<file path="src/raster_sync_span_tracker_assert.svh">
// Assertion macros for the raster sync span tracker.
`ifndef RASTER_SYNC_SPAN_TRACKER_ASSERT_SVH
`define RASTER_SYNC_SPAN_TRACKER_ASSERT_SVH

// Check a combinational implication at every clock edge outside reset.
`define RSST_ASSERT_NOW(label, ante, cons, msg) \
    label: assert property (@(posedge clk) disable iff (!rst_n) (ante) |-> (cons)) \
        else $error(msg);

// Check that a condition in this cycle implies a condition in the next one.
`define RSST_ASSERT_NEXT(label, ante, cons, msg) \
    label: assert property (@(posedge clk) disable iff (!rst_n) (ante) |=> (cons)) \
        else $error(msg);

`endif

</file>
<file path="src/rsst_pkg.sv">
// Shared constants and types for the raster sync span tracker.
package rsst_pkg;

    localparam int TIME_BITS_DEFAULT = 48;
    localparam int ROW_BITS_DEFAULT  = 10;
    localparam int LEVEL_BITS        = 8;
    localparam int FRAME_BITS        = 32;
    localparam int ACTION_BITS       = 2;

    localparam logic [ACTION_BITS-1:0] ACT_VIDEO  = 2'd0;
    localparam logic [ACTION_BITS-1:0] ACT_HBLANK = 2'd1;
    localparam logic [ACTION_BITS-1:0] ACT_VBLANK = 2'd2;

    typedef struct packed {
        logic span_valid;
        logic frame_done;
        logic geometry_changed;
    } rsst_flags_t;

endpackage

</file>
<file path="src/raster_sync_span_tracker.sv">
// Top level of the raster sync span tracker: input, state and result registers.
//
//  channel   direction  handshake              payload
//  in        input      in_valid / in_stall    action, video_value, event_time
//  out       output     out_valid / out_stall  span_*, frame_*, geometry_changed,
//                                              line_length, field_lines
//  cfg       input      cfg_we                 cfg_wdata (interlaced)
//
// One item per cycle sustained while out_stall is low; an accepted item passes through the
// input register, then the step logic into the result register.
// The state register feeds back through the step logic.
// Reset clears all pin levels, timers, counters and the interlaced bit.
// A stalled result holds; one more item is taken into the input register.
module raster_sync_span_tracker #(
    parameter int TIME_BITS = rsst_pkg::TIME_BITS_DEFAULT,
    parameter int ROW_BITS  = rsst_pkg::ROW_BITS_DEFAULT
) (
    input  logic                                clk,
    input  logic                                rst_n,
    input  logic                                cfg_we,
    input  logic                                cfg_wdata,
    input  logic                                in_valid,
    output logic                                in_stall,
    input  logic [rsst_pkg::ACTION_BITS-1:0]    action,
    input  logic [rsst_pkg::LEVEL_BITS-1:0]     video_value,
    input  logic [TIME_BITS-1:0]                event_time,
    output logic                                out_valid,
    input  logic                                out_stall,
    output logic                                span_valid,
    output logic [TIME_BITS-1:0]                span_start,
    output logic [TIME_BITS-1:0]                span_end,
    output logic [ROW_BITS-1:0]                 span_row,
    output logic [rsst_pkg::LEVEL_BITS-1:0]     span_color,
    output logic                                frame_done,
    output logic [rsst_pkg::FRAME_BITS-1:0]     frame_number,
    output logic                                geometry_changed,
    output logic [TIME_BITS-1:0]                line_length,
    output logic [ROW_BITS-1:0]                 field_lines
);
    import rsst_pkg::*;

    `include "raster_sync_span_tracker_assert.svh"

    logic                    interlaced_reg;
    logic                    in_valid_reg;
    logic [ACTION_BITS-1:0]  action_reg;
    logic [LEVEL_BITS-1:0]   value_reg;
    logic [TIME_BITS-1:0]    time_reg;
    logic                    out_valid_reg;
    logic                    out_valid_next;
    logic                    advance;
    logic                    in_load;

    logic [LEVEL_BITS-1:0]   video_level_reg,  video_level_next;
    logic                    hblank_reg,       hblank_next;
    logic                    vblank_reg,       vblank_next;
    logic [ROW_BITS-1:0]     row_reg,          row_next;
    logic [ROW_BITS-1:0]     field_reg,        field_next;
    logic [TIME_BITS-1:0]    measured_reg,     measured_next;
    logic [TIME_BITS-1:0]    line_start_reg,   line_start_next;
    logic [TIME_BITS-1:0]    prev_time_reg,    prev_time_next;
    logic [FRAME_BITS-1:0]   frames_reg,       frames_next;

    rsst_flags_t             flags;
    rsst_flags_t             flags_reg;
    logic [TIME_BITS-1:0]    span_start_w, span_start_reg;
    logic [TIME_BITS-1:0]    span_end_w,   span_end_reg;
    logic [ROW_BITS-1:0]     span_row_w,   span_row_reg;
    logic [LEVEL_BITS-1:0]   span_color_w, span_color_reg;

    // Process the held item whenever the result register is free or draining.
    assign advance  = in_valid_reg && (!out_valid_reg || !out_stall);
    assign in_stall = in_valid_reg && !advance;
    assign in_load  = in_valid && !in_stall;

    always_comb
    begin
        priority if (advance)
        begin
            out_valid_next = 1'b1;
        end
        else if (!out_stall)
        begin
            out_valid_next = 1'b0;
        end
        else
        begin
            out_valid_next = out_valid_reg;
        end
    end

    rsst_step #(
        .TIME_BITS (TIME_BITS),
        .ROW_BITS  (ROW_BITS)
    ) u_step (
        .interlaced               (interlaced_reg),
        .action                   (action_reg),
        .video_value              (value_reg),
        .event_time               (time_reg),
        .video_level              (video_level_reg),
        .hblank_level             (hblank_reg),
        .vblank_level             (vblank_reg),
        .row_position             (row_reg),
        .field_height             (field_reg),
        .measured_line_time       (measured_reg),
        .line_start_time          (line_start_reg),
        .previous_event_time      (prev_time_reg),
        .frames_seen              (frames_reg),
        .video_level_next         (video_level_next),
        .hblank_level_next        (hblank_next),
        .vblank_level_next        (vblank_next),
        .row_position_next        (row_next),
        .field_height_next        (field_next),
        .measured_line_time_next  (measured_next),
        .line_start_time_next     (line_start_next),
        .previous_event_time_next (prev_time_next),
        .frames_seen_next         (frames_next),
        .flags                    (flags),
        .span_start               (span_start_w),
        .span_end                 (span_end_w),
        .span_row                 (span_row_w),
        .span_color               (span_color_w)
    );

    always_ff @(posedge clk or negedge rst_n)
    begin
        if (!rst_n)
        begin
            interlaced_reg  <= 1'b0;
            in_valid_reg    <= 1'b0;
            out_valid_reg   <= 1'b0;
            video_level_reg <= '0;
            hblank_reg      <= 1'b0;
            vblank_reg      <= 1'b0;
            row_reg         <= '0;
            field_reg       <= '0;
            measured_reg    <= '0;
            line_start_reg  <= '0;
            prev_time_reg   <= '0;
            frames_reg      <= '0;
        end
        else
        begin
            if (cfg_we)
            begin
                interlaced_reg <= cfg_wdata;
            end
            if (in_load)
            begin
                in_valid_reg <= 1'b1;
            end
            else if (advance)
            begin
                in_valid_reg <= 1'b0;
            end
            out_valid_reg <= out_valid_next;
            if (advance)
            begin
                video_level_reg <= video_level_next;
                hblank_reg      <= hblank_next;
                vblank_reg      <= vblank_next;
                row_reg         <= row_next;
                field_reg       <= field_next;
                measured_reg    <= measured_next;
                line_start_reg  <= line_start_next;
                prev_time_reg   <= prev_time_next;
                frames_reg      <= frames_next;
            end
        end
    end

    // Payload registers: no reset needed.
    always_ff @(posedge clk)
    begin
        if (in_load)
        begin
            action_reg <= action;
            value_reg  <= video_value;
            time_reg   <= event_time;
        end
        if (advance)
        begin
            flags_reg      <= flags;
            span_start_reg <= span_start_w;
            span_end_reg   <= span_end_w;
            span_row_reg   <= span_row_w;
            span_color_reg <= span_color_w;
        end
    end

    assign out_valid        = out_valid_reg;
    assign span_valid       = flags_reg.span_valid;
    assign span_start       = span_start_reg;
    assign span_end         = span_end_reg;
    assign span_row         = span_row_reg;
    assign span_color       = span_color_reg;
    assign frame_done       = flags_reg.frame_done;
    assign geometry_changed = flags_reg.geometry_changed;
    // State was updated along with the result, so these track it exactly.
    assign frame_number     = frames_reg;
    assign line_length      = measured_reg;
    assign field_lines      = field_reg;

    `RSST_ASSERT_NOW(a_frame_no_span, out_valid && frame_done, !span_valid,
        "span painted on a frame end result")
    `RSST_ASSERT_NOW(a_blank_span_zero, out_valid && !span_valid,
        span_row == '0 && span_color == '0 && span_end == '0,
        "span fields not cleared on unpainted result")
    `RSST_ASSERT_NOW(a_no_overrun, in_load, !in_valid_reg || advance,
        "input register overwritten while holding an item")
    `RSST_ASSERT_NEXT(a_state_holds, !advance, $stable(frames_reg) && $stable(row_reg),
        "tracker state changed without an item")

endmodule

</file>
<file path="src/rsst_step.sv">
// Event decode and state update for one pin-change item.
module rsst_step #(
    parameter int TIME_BITS = rsst_pkg::TIME_BITS_DEFAULT,
    parameter int ROW_BITS  = rsst_pkg::ROW_BITS_DEFAULT
) (
    input  logic                                interlaced,
    input  logic [rsst_pkg::ACTION_BITS-1:0]    action,
    input  logic [rsst_pkg::LEVEL_BITS-1:0]     video_value,
    input  logic [TIME_BITS-1:0]                event_time,
    input  logic [rsst_pkg::LEVEL_BITS-1:0]     video_level,
    input  logic                                hblank_level,
    input  logic                                vblank_level,
    input  logic [ROW_BITS-1:0]                 row_position,
    input  logic [ROW_BITS-1:0]                 field_height,
    input  logic [TIME_BITS-1:0]                measured_line_time,
    input  logic [TIME_BITS-1:0]                line_start_time,
    input  logic [TIME_BITS-1:0]                previous_event_time,
    input  logic [rsst_pkg::FRAME_BITS-1:0]     frames_seen,
    output logic [rsst_pkg::LEVEL_BITS-1:0]     video_level_next,
    output logic                                hblank_level_next,
    output logic                                vblank_level_next,
    output logic [ROW_BITS-1:0]                 row_position_next,
    output logic [ROW_BITS-1:0]                 field_height_next,
    output logic [TIME_BITS-1:0]                measured_line_time_next,
    output logic [TIME_BITS-1:0]                line_start_time_next,
    output logic [TIME_BITS-1:0]                previous_event_time_next,
    output logic [rsst_pkg::FRAME_BITS-1:0]     frames_seen_next,
    output rsst_pkg::rsst_flags_t               flags,
    output logic [TIME_BITS-1:0]                span_start,
    output logic [TIME_BITS-1:0]                span_end,
    output logic [ROW_BITS-1:0]                 span_row,
    output logic [rsst_pkg::LEVEL_BITS-1:0]     span_color
);
    import rsst_pkg::*;

    logic [TIME_BITS-1:0] since_line;
    logic [TIME_BITS-1:0] since_prev;
    logic [ROW_BITS-1:0]  row_odd;
    logic                 paint;

    assign since_line = event_time - line_start_time;
    assign since_prev = previous_event_time - line_start_time;
    assign row_odd    = row_position | ROW_BITS'(1);

    always_comb
    begin
        row_position_next       = row_position;
        field_height_next       = field_height;
        measured_line_time_next = measured_line_time;
        line_start_time_next    = line_start_time;
        frames_seen_next        = frames_seen;
        paint                   = 1'b0;
        flags                   = '0;

        priority if (action == ACT_VBLANK && !vblank_level)
        begin
            // Frame end: latch the field height from the final row.
            if ((interlaced ? row_odd : row_position) != field_height)
            begin
                flags.geometry_changed = 1'b1;
            end
            row_position_next = interlaced ? row_odd : row_position;
            field_height_next = interlaced ? row_odd : row_position;
            frames_seen_next  = frames_seen + FRAME_BITS'(1);
            flags.frame_done  = 1'b1;
        end
        else if (action == ACT_HBLANK && !hblank_level)
        begin
            // Re-measure the line only on rows inside the visible field.
            if (row_position != '0 && row_position < field_height &&
                since_line != measured_line_time)
            begin
                measured_line_time_next = since_line;
                flags.geometry_changed  = 1'b1;
            end
            paint             = 1'b1;
            row_position_next = row_position + ROW_BITS'(interlaced ? 2 : 1);
        end
        else if (action == ACT_VBLANK)
        begin
            // A long half-line before vblank ends marks the odd field.
            row_position_next = (interlaced && since_line > measured_line_time) ?
                                ROW_BITS'(1) : '0;
        end
        else if (action == ACT_HBLANK)
        begin
            line_start_time_next = event_time;
        end
        else
        begin
            paint = !hblank_level && !vblank_level;
        end

        flags.span_valid = paint && (video_level != '0 || interlaced);
    end

    assign span_start = flags.span_valid ? since_prev   : '0;
    assign span_end   = flags.span_valid ? since_line   : '0;
    assign span_row   = flags.span_valid ? row_position : '0;
    assign span_color = flags.span_valid ? video_level  : '0;

    // Apply the pin change itself; the unused code leaves every level alone.
    assign video_level_next         = (action == ACT_VIDEO) ? video_value : video_level;
    assign hblank_level_next        = hblank_level ^ (action == ACT_HBLANK);
    assign vblank_level_next        = vblank_level ^ (action == ACT_VBLANK);
    assign previous_event_time_next = event_time;

endmodule
</file>
<file path="config.mk">
export PLATFORM = sky130hd
export DESIGN_NAME = raster_sync_span_tracker
export DESIGN_NICKNAME = d
export VERILOG_FILES = /design/src/rsst_pkg.sv /design/src/raster_sync_span_tracker.sv /design/src/rsst_step.sv
export VERILOG_INCLUDE_DIRS = /design/src /design/src/src
export SDC_FILE = /design/constraint.sdc
export NUM_CORES = 1
export LEC_CHECK = 0
export BUFFER_PORTS_ARGS = -buffer_cell sky130_fd_sc_hd__buf_4
export CAP_MARGIN = 20
export CORE_UTILIZATION = 59
export DETAILED_ROUTE_END_ITERATION = 6
export HOLD_SLACK_MARGIN = 0.12
export MAX_ROUTING_LAYER = met4
export PLACE_DENSITY = 0.81
export SLEW_MARGIN = 40
export SYNTH_ARGS = -nofsm -noshare
export SYNTH_HDL_FRONTEND = slang
export SYNTH_SLANG_ARGS = --single-unit
</file>
<file path="constraint.sdc">
create_clock -name clk -period 6.8 [get_ports clk]
set_input_delay 0.34 -clock clk [delete_from_list [all_inputs] [get_ports clk]]
set_output_delay 0.34 -clock clk [all_outputs]
set_load 0.01 [all_outputs]
</file>
==> impl_results.md <==
* Global-route wire length before repair at between 90000 and 100000 um
* Hold violation total from the final report at 0
* Max_slew headroom at 0.449
* Post-Layout Inst Area at between 20000 and 30000 um2
* Highest-count cells in the layout ignoring fill and taps: nand2_1, buf_4, dfrtp_1, edfxtp_1, ha_1
* Number of buffers added by the clock tree synthesis step at a little over 40
* Maximum number of pins on one net before global-route repair at 90
* TNS Setup at 0 ps
* Via count of the first global-routing pass at around 17000
* Cell area after placement at 23800 um2
* Cells after DPL at approximately 2800
* Number of slew-limit violations in the final report at 0
* Fin crit share at 0.890
* Starting Density at 0.600
* Syn Nets at ~2300
* Via count at 17200
* Clock slew at reported path FFs at 60 ps
* Area of all sequential standard cells at 10500 um2
* Average cell area after synthesis at about 10 um2
* Mapped Cells at 2110
* Setup repair after global routing missed its margin: false
* CTS root buf: clkbuf_16
* Peak VDD IR at 226 uV
* Number of clock sinks at between 300 and 400
* Netlist cell types at between 70 and 80
* Wirelength, routed at about 58000 um
* Global routing usage summed across all routing layers at 0.325
* Cell Pwr Density at about 440 nW/um2
* Antenna violations before repair at 0
* Actual transition at the worst max-transition pin at around 830 ps
* Violated checks: DRC
* Number of rows in the core area at just under 70
* Synth warn at 0
* Final-layout fill cell count at between 2000 and 3000
* Average routed wire per standard cell at ~20 um
* Leakage power of the design at 0.0120 uW
* Violation count after the first detailed-routing iteration at around 1300
* Level count of the clock H-tree at 2
* Sequential fraction of the synthesis area at 0.490
* Shortest clock period the worst path allows after layout at 6050 ps
* Number of setup buffers added after CTS at 0
* Chip height at between 150 and 200 um
* Final standard cell utilization of the core at 0.725
* Register bit count reported by yosys at between 300 and 400
* Post-route ant nets at 0
* CTS tree: built
* Element type at the critical path start: flop
* Critical path endpoint category: flop
* CTS Buffer Depth at 3
* Fmax at about 170 MHz
* Residual DRC at 46
* Area enclosed by the die boundary at approximately 37000 um2
* Combined area of all synthesized cells at 21400 um2
* Clock Latency Late Sink at ~570 ps
* Pre-Repair DR Iteration Count at 7
* Post-layout instance count excluding filler cells at approximately 2900
* Total of hold buffers inserted after clock tree synthesis at 64
* Arr. time, crit path at ~6500 ps
* Congestion Overflow GR at 0
* DIE WIDTH at roughly 190 um
* Worst setup skew after layout at about 22 ps
* Antenna diode instance count at 0
* Estimated wirelength of the detail-placed design at between 40000 and 50000 um
* Area of the multi-input gates at between 10000 and 15000 um2
* Final Total Pwr at 11300 uW
* Core area at around 36000 um2
* Count of buffers inserted at the top-level ports at between 200 and 300
* Most frequently used flop master after synthesis: dfrtp_1
* Crit Path Category: reg2reg
* Worst hold path class: in2async
* Resize count post-CTS at 0
* Number of flops mapped to enable cells by yosys at 175
* Detailed-route vias per instance at between 5 and 6
* Largest fanout of any net on the critical path at 14
* Max cap viols at 0
* Required @ worst endpoint at 7290 ps
* I/O pins at 273
* Area added between synthesis and finish at 20.8%
* Routability Congestion at ~0.94
* Setup violators final at 0
* Total number of nets in the final design at ~2600
* Leading cell type in the layout, fill and taps excluded: nand2_1
* Layout cells sized above 1 at 0.185
* Synth async-reset ratio at 0.544
* Run status: finished, violations left
logic make-up after synthesis:
logic type	count (synthesis)	share of synthesized area
simple gates	708	0.153
compound gates	448	0.136
flops	384	0.490
buf+inv	223	0.0400
fa+ha+maj	160	0.0946
xor+xnor	104	0.0429
mux	83	0.0433
through the flow:
step / hold slack, ps / setup slack, ps
6_report: 220 / 751
3_3_place_gp: 446 / 1130
2_1_floorplan: 44.4 / 1860
5_1_grt: 234 / 457
4_1_cts: 428 / 748
3_5_place_dp: 455 / 880
report_power, final:
part | leakage (uW) | internal [uW] | switching, uW | total (uW)
Sequential | 0.00433 | 3060 | 366 | 3430
Combinational | 0.00697 | 2270 | 3320 | 5590
Clock | 0.000655 | 1320 | 955 | 2270
cells in the mapped netlist (all sizes together), types with 5 or more instances:
library cell | count | share of area
a21boi | 7 | 0.0025
mux2i | 6 | 0.0028
nor2 | 142 | 0.025
nand3 | 46 | 0.011
a21o | 74 | 0.026
a21oi | 135 | 0.032
o21a | 16 | 0.0056
nand2 | 293 | 0.051
nand4 | 37 | 0.011
xor2 | 46 | 0.019
o21ai | 107 | 0.025
or3 | 6 | 0.0018
a211oi | 14 | 0.0062
clkbuf | 52 | 0.0092
o2111ai | 5 | 0.0020
xnor2 | 58 | 0.024
dfrtp | 209 | 0.24
edfxtp | 175 | 0.25
nor2b | 15 | 0.0044
nor3 | 34 | 0.0082
o31ai | 15 | 0.0055
nand2b | 13 | 0.0038
inv | 147 | 0.026
and2 | 67 | 0.020
o211ai | 15 | 0.0053
ha | 157 | 0.092
nor4 | 8 | 0.0023
a31oi | 10 | 0.0029
or2 | 6 | 0.0018
and3 | 22 | 0.0064
o21bai | 16 | 0.0058
mux2 | 77 | 0.041
buf | 24 | 0.0051
area by class of cell:
cell class,count,share of cell area
Inverter,147,0.0215
Clock inverter,21,0.00909
Timing Repair Buffer,348,0.109
Tap cell,461,0.0223
Clock buffer,54,0.0432
Sequential cell,384,0.405
Multi-Input combinational cell,1503,0.390
path summary, 6_finish.rpt:
kind,cells after the start,slack [ps],startpoint,endpoint
max in group asynchronous,4,5220,rst_n,prev_time_reg[42]
hold reg to reg,1,470,frame_number[31],frame_number[31]
hold / removal,2,220,rst_n,line_length[13]
setup reg to reg,22,750,time_reg[0],line_length[0]
min in group clk,1,470,frame_number[31],frame_number[31]
setup / recovery,22,750,time_reg[0],line_length[0]
layer usage:
layer | part of all wire | vias to the layer above | global-route usage
li1 | - | 8057 | -
met1 | 0.42 | 8299 | 0.415
met2 | 0.47 | 665 | 0.516
met3 | 0.062 | 134 | 0.0473
met4 | 0.042 | 0 | 0.144
met5 | 0 | - | -
critical path: stages, from the launching register on:
cell      delay [ps]
edfxtp_1         380
inv_1             90
ha_1             190
inv_1             80
fa_1             420
a21oi_1          230
nor2_1           140
o21ba_2          230
o211ai_1         450
a21oi_1          190
o21ai_0          460
a21boi_0         220
nor3_1           350
nor2_1            80
ha_1             310
nand4_1          130
nor4_1           550
nand4_1          240
nand4_1          230
or3_1            490
buf_4            300
nand2_1           90
o21ai_0           90
Note: power is estimated with default switching activity, not from simulation.
